**config.mk**
```make
export PLATFORM = sky130hd
export DESIGN_NAME = mtrc_front
export DESIGN_NICKNAME = d
export VERILOG_FILES = /design/src/hw/rtl/mtrc_pkg.sv /design/src/hw/rtl/mtrc_front.sv
export SDC_FILE = /design/constraint.sdc
export NUM_CORES = 1
export LEC_CHECK = 0
export BUFFER_PORTS_ARGS = -buffer_cell sky130_fd_sc_hd__buf_2
export CAP_MARGIN = 5
export CORE_AREA = 2 2 182 184
export DETAILED_ROUTE_END_ITERATION = 8
export DIE_AREA = 0 0 184 186
export PLACE_DENSITY = 0.7
export SYNTH_ARGS = -nofsm -noshare
export SYNTH_HDL_FRONTEND = slang
export SYNTH_SLANG_ARGS = --single-unit
```
**constraint.sdc**
```tcl
create_clock -name clk -period 7.85 [get_ports clk]
set_input_delay 0.785 -clock clk [delete_from_list [all_inputs] [get_ports clk]]
set_output_delay 0.785 -clock clk [all_outputs]
set_load 0.005 [all_outputs]
```
**src/hw/rtl/mtrc_pkg.sv**
```systemverilog
package mtrc_pkg;

	// Field widths
	localparam int ADDR_W       = 48;
	localparam int DELAY_W      = 32;
	localparam int SIZE_W       = 31;
	localparam int IDX_IN_W     = 6;
	localparam int CNT_W        = 48;
	localparam int TOKEN_W      = 16;
	localparam int PAGE_W       = 7;
	localparam int CAT_W        = 3;
	localparam int PHASE_W      = 2;
	localparam int CFG_IDX_W    = 3;
	localparam int CFG_DATA_W   = 48;
	localparam int SEGMENTS_DEF = 64;

	// Item kinds
	localparam logic OP_LOAD  = 1'b0;
	localparam logic OP_TRACE = 1'b1;

	// Result categories
	localparam logic [CAT_W-1:0] CAT_NONE    = 3'd0;
	localparam logic [CAT_W-1:0] CAT_DRAM_LD = 3'd1;
	localparam logic [CAT_W-1:0] CAT_DRAM_ST = 3'd2;
	localparam logic [CAT_W-1:0] CAT_SCM_LD  = 3'd3;
	localparam logic [CAT_W-1:0] CAT_SCM_ST  = 3'd4;
	localparam logic [CAT_W-1:0] CAT_LOG_LD  = 3'd5;
	localparam logic [CAT_W-1:0] CAT_LOG_ST  = 3'd6;

	// Run phases
	localparam logic [PHASE_W-1:0] PH_WAIT = 2'd0;
	localparam logic [PHASE_W-1:0] PH_RUN  = 2'd1;
	localparam logic [PHASE_W-1:0] PH_END  = 2'd2;

	// Configuration register indexes
	localparam logic [CFG_IDX_W-1:0] REG_PROGRAM_START = 3'd0;
	localparam logic [CFG_IDX_W-1:0] REG_PROGRAM_END   = 3'd1;
	localparam logic [CFG_IDX_W-1:0] REG_START_TOKENS  = 3'd2;
	localparam logic [CFG_IDX_W-1:0] REG_LOG_PAGES     = 3'd3;
	localparam logic [CFG_IDX_W-1:0] REG_SEGMENT_COUNT = 3'd4;

	// Tally bank slots; category c lands in slot T_CAT0 + c - 1
	localparam int TALLY_N     = 9;
	localparam int TALLY_IDX_W = 4;
	localparam int T_SEEN      = 0;
	localparam int T_RUN       = 1;
	localparam int T_CAT0      = 2;
	localparam int T_CYC       = 8;

	typedef struct packed {
		logic [ADDR_W-1:0]  program_start;
		logic [ADDR_W-1:0]  program_end;
		logic [TOKEN_W-1:0] start_tokens;
		logic [PAGE_W-1:0]  log_pages;
		logic [PAGE_W-1:0]  segment_count;
	} mtrc_cfg_t;

	// Decoded word handed from front to back
	typedef struct packed {
		logic                op;
		logic                is_write;
		logic                start_hit;
		logic                end_hit;
		logic [ADDR_W-1:0]   address;
		logic [DELAY_W-1:0]  delay_cycles;
		logic [IDX_IN_W-1:0] entry_index;
		logic [ADDR_W-1:0]   entry_start;
		logic [SIZE_W-1:0]   entry_size;
	} mtrc_cmd_t;

	function automatic logic [CNT_W-1:0] sat_inc(input logic [CNT_W-1:0] v);
		return (&v) ? v : v + 1'b1;
	endfunction

	function automatic logic [CNT_W-1:0] sat_add(input logic [CNT_W-1:0] v,
			input logic [DELAY_W-1:0] d);
		logic [CNT_W:0] s;
		s = {1'b0, v} + (CNT_W+1)'(d);
		return s[CNT_W] ? {CNT_W{1'b1}} : s[CNT_W-1:0];
	endfunction

endpackage

```
**src/hw/rtl/mtrc_front.sv**
```systemverilog
module mtrc_front import mtrc_pkg::*; (
	input  logic                clk,
	input  logic                arst_n,
	input  logic                in_valid,
	output logic                in_stall,
	input  logic                op,
	input  logic                is_write,
	input  logic [ADDR_W-1:0]   address,
	input  logic [DELAY_W-1:0]  delay_cycles,
	input  logic [IDX_IN_W-1:0] entry_index,
	input  logic [ADDR_W-1:0]   entry_start,
	input  logic [SIZE_W-1:0]   entry_size,
	input  mtrc_cfg_t           cfg,
	output logic                cmd_valid,
	output mtrc_cmd_t           cmd,
	input  logic                cmd_pop
);

	localparam int QDEPTH = 2;
	localparam int PTR_W  = 1;
	localparam int CNT_QW = 2;

	mtrc_cmd_t          queue_q [QDEPTH];
	logic [PTR_W-1:0]   wr_ptr_q;
	logic [PTR_W-1:0]   rd_ptr_q;
	logic [CNT_QW-1:0]  count_q;
	logic               push;
	mtrc_cmd_t          word_d;

	// Decode the incoming word and mark start and end addresses
	always_comb begin
		word_d.op           = op;
		word_d.is_write     = is_write;
		word_d.start_hit    = (address == cfg.program_start);
		word_d.end_hit      = (address == cfg.program_end);
		word_d.address      = address;
		word_d.delay_cycles = delay_cycles;
		word_d.entry_index  = entry_index;
		word_d.entry_start  = entry_start;
		word_d.entry_size   = entry_size;
	end

	assign in_stall  = (count_q == CNT_QW'(QDEPTH));
	assign push      = in_valid && !in_stall;
	assign cmd_valid = (count_q != '0);
	assign cmd       = queue_q[rd_ptr_q];

	// Store decoded words
	always_ff @(posedge clk) begin
		if (push) begin
			queue_q[wr_ptr_q] <= word_d;
		end
	end

	// Advance queue pointers
	always_ff @(posedge clk or negedge arst_n) begin
		if (!arst_n) begin
			wr_ptr_q <= '0;
			rd_ptr_q <= '0;
			count_q  <= '0;
		end else begin
			if (push) begin
				wr_ptr_q <= wr_ptr_q + 1'b1;
			end
			if (cmd_pop) begin
				rd_ptr_q <= rd_ptr_q + 1'b1;
			end
			if (push && !cmd_pop) begin
				count_q <= count_q + 1'b1;
			end else if (!push && cmd_pop) begin
				count_q <= count_q - 1'b1;
			end
		end
	end

endmodule

```
==> out/metrics.cfg <==
[outcome]
outcome = finished clean

[die]
die-area_um2 = 34200
die_h_um = 186
ios = 468
initial_core_util_pct = 41.9
rows = 66
fp.dieW_um = 184
core_area_um2 = 32200

[setup_path]
crit_path_max_fanout = 65
critPathBufInv = 2
cp.arrival_ps = 2940
crit_family = flip-flops
cp-end-kind = output port
cpPeakStageDelay_ps = 970
path_cells = buf_4 > mux2_2 > buf_2
required_ps = 7070
start_kind = flip-flop
path_class = reg -> out
slowest_stage = dfrtp_4

[synth]
synth-edff-count = 338
seq_area_frac_synth_pct = 75.9
yosysTopAreaCell = edfxtp_1
synth_ff_type = edfxtp_1
synth_area_um2 = 13500
yosys_warnings = 0
synthArstFlopShare_pct = 1.17
ys_seq_elements = 342
yosys-top-cells-area = edfxtp_1 75%, mux2_2 13%, xor2_1 6.4%, mux2_4 1.1%, nor4_1 1.1%
synth.distinct_cells = 19
synth_nets = 971
synthCells = 673
avgSynthCellArea_um2 = 20.1
netlist.area_leader.share_pct = 75.2

[clock_tree]
ctsHoldBuffers = 0
cts-root-buf = clkbuf_16
post-cts-setup-buffer-count = 0
htreeDepth = 2
cts-buffers-inserted = 36
cts_sinks = 342
clk_latency_ps = 500
post_cts_resized = 0
tritoncts = done
clk_path_buf_depth = 3
clkTransAtPathRegs_ps = 60

[sta]
finalCritPeriodShare_pct = 47.5
setup_ws_ps = 4120
fin_crit_ps = 3730
rsz0062_at_grt = no
tightest_slew_ps = 1150
fmax_mhz = 268
skew_ps = 7.77
finalSetupViolCount = 0
whs_ps = 69.2
hold_viol = 0
final-max-slew-violation-count = 0
setup_tns_ps = 0
slew_headroom_pct = 23.2

[worst_hold_path]
hp-class = in -> async

[route]
ant_nets = 0
dr.first_iter.drc_count = 473
firstDrtPassIters = 4
wire_per_inst_um = 20.4
viasPerCell = 4.93
wl_um = 32200
drc = 0
via_count = 7770

[pwr]
power_per_cell_area_nw_per_um2 = 340
power_leakage_nw = 6.69
p_int_mw = 4.21
vdd_ir_drop_max_uv = 201
seq_power_share_pct = 45.3
netSwitchingPower_mw = 1.64
p_clk_share_pct = 27.6
p_total_mw = 5.86
p_sw_share_pct = 28.1
p_comb_share_pct = 27.1

[place]
place_inst = 1506
dp_slack_ps = 4590
dpl_cell_area_um2 = 16100
dp_hpwl_um = 23000
io_buffers = 437
place.gp.congestion = 0.924

[global_routing]
grt_first_pass_wirelength_um = 45700
grt_max_degree = 81
grt_pass1_vias = 7968
grt_antenna_before_repair = 3
grt_util_all_layers_pct = 18.0
overflow = 0

[finish]
fin_nets = 1434
fin_cells = 1575
syn_to_final_growth_pct = 27.7
multi_input_area_um2 = 3090
final_util_pct = 53.5
seqCellArea_um2 = 10300
drive_gt1_share_pct = 57.6
stdcell_area_um2 = 17200
fillerInstances = 2651

[flow_run]
maxCapViolCount = 0

==> worst paths after layout <==
path	from	slack, ps	endpoint	cells past startpoint
worst max-delay path	rd_ptr_q$_DFFE_PN0P_	4120	cmd[5]	3
worst min-delay path	arst_n	70	rd_ptr_q$_DFFE_PN0P_	1
worst max register to register	count_q[0]$_DFFE_PN0P_	4990	queue_q[0][28]$_DFFE_PP_	5
worst min register to register	count_q[1]$_DFFE_PN0P_	490	count_q[1]$_DFFE_PN0P_	1
max in group asynchronous	arst_n	7650	rd_ptr_q$_DFFE_PN0P_	1
min in group clk	entry_start[47]	460	queue_q[1][78]$_DFFE_PP_	1
==> Yosys cell counts, types with 2 or more instances <==
cell / count
edfxtp_1: 338
mux2_2: 158
xor2_1: 99
nor4_1: 24
buf_6: 11
mux2_4: 10
buf_2: 8
nand4_1: 6
dfrtp_1: 4
inv_1: 3
nor2_1: 2
nor3_2: 2
xnor2_1: 2
==> cell usage in the layout (no fill, tap or decap) <==
cell and instances:
edfxtp_1 338, mux2_2 158, mux2_4 10, nand4_1 6
inv_1 3, clkinv_1 8, xnor2_1 2, nor3_2 2
xor2_1 99, nor2_1 1, dfrtp_4 1, inv_6 4
nand2b_1 1, nor2_4 1, clkinv_2 8, buf_4 7
clkinv_4 1, and3_4 1, buf_2 437, ha_1 1
or2_2 1, mux2_1 1, nand2_1 1, bufinv_16 2
dfrtp_1 3, clkbuf_16 37, clkbuf_1 5, clkinvlp_4 1
nor4_1 24, diode_2 3
==> flip-flops by register name, indices dropped and copies added (netlist names) <==
| name | flops |
|---|---|
| rd_ptr_q | 1 |
| wr_ptr_q | 1 |
| queue_q | 338 |
| count_q | 2 |
==> logic make-up (layout without fill, tap and decap cells) <==
kind of cell	after synthesis	in the layout	synth area share, %
other	0	3	0
muxes	169	169	14.4
adders and majority gates	1	1	0.0927
buffers and inverters	22	513	1.30
DFF	342	342	75.9
xor gates and xnor gates	101	101	6.55
and+or+nand+nor	38	38	1.76
==> cell type report <==
class                           count  area share, %
Sequential cell                   342           59.5
Inverter                            3         0.0653
Multi-Input combinational cell    309           17.9
Clock inverter                     24           1.05
Clock buffer                       42           5.48
Tap cell                          408           2.96
Antenna cell                        3         0.0436
Timing Repair Buffer              444           13.0
==> worst register-to-register path, cell delays in order (launching register included) <==
cell      delay [ps]
dfrtp_1          410
nand2b_1         170
nand2_1          140
nor2_4           110
buf_4            560
buf_4            980
==> routing by layer <==
layer	part of all wire (%)	up-vias	global-route usage, %
met1	36	3762	19.5
li1	-	3552	-
met3	8.5	82	4.79
met5	0	-	0
met4	5.1	0	9.76
met2	50	374	32.0
==> power by group through the flow <==
| stage | Sequential (mW) | Clock [mW] | Combinational, mW |
|---|---|---|---|
| after floorplan | 2.66 | 0 | 0.994 |
| after global placement | 2.67 | 0 | 1.61 |
| after detailed placement | 2.70 | 0 | 1.62 |
| after CTS | 2.66 | 1.66 | 1.63 |
| after global routing | 2.69 | 1.72 | 1.73 |
| final | 2.65 | 1.62 | 1.59 |
(Power assumes the default switching activity.)
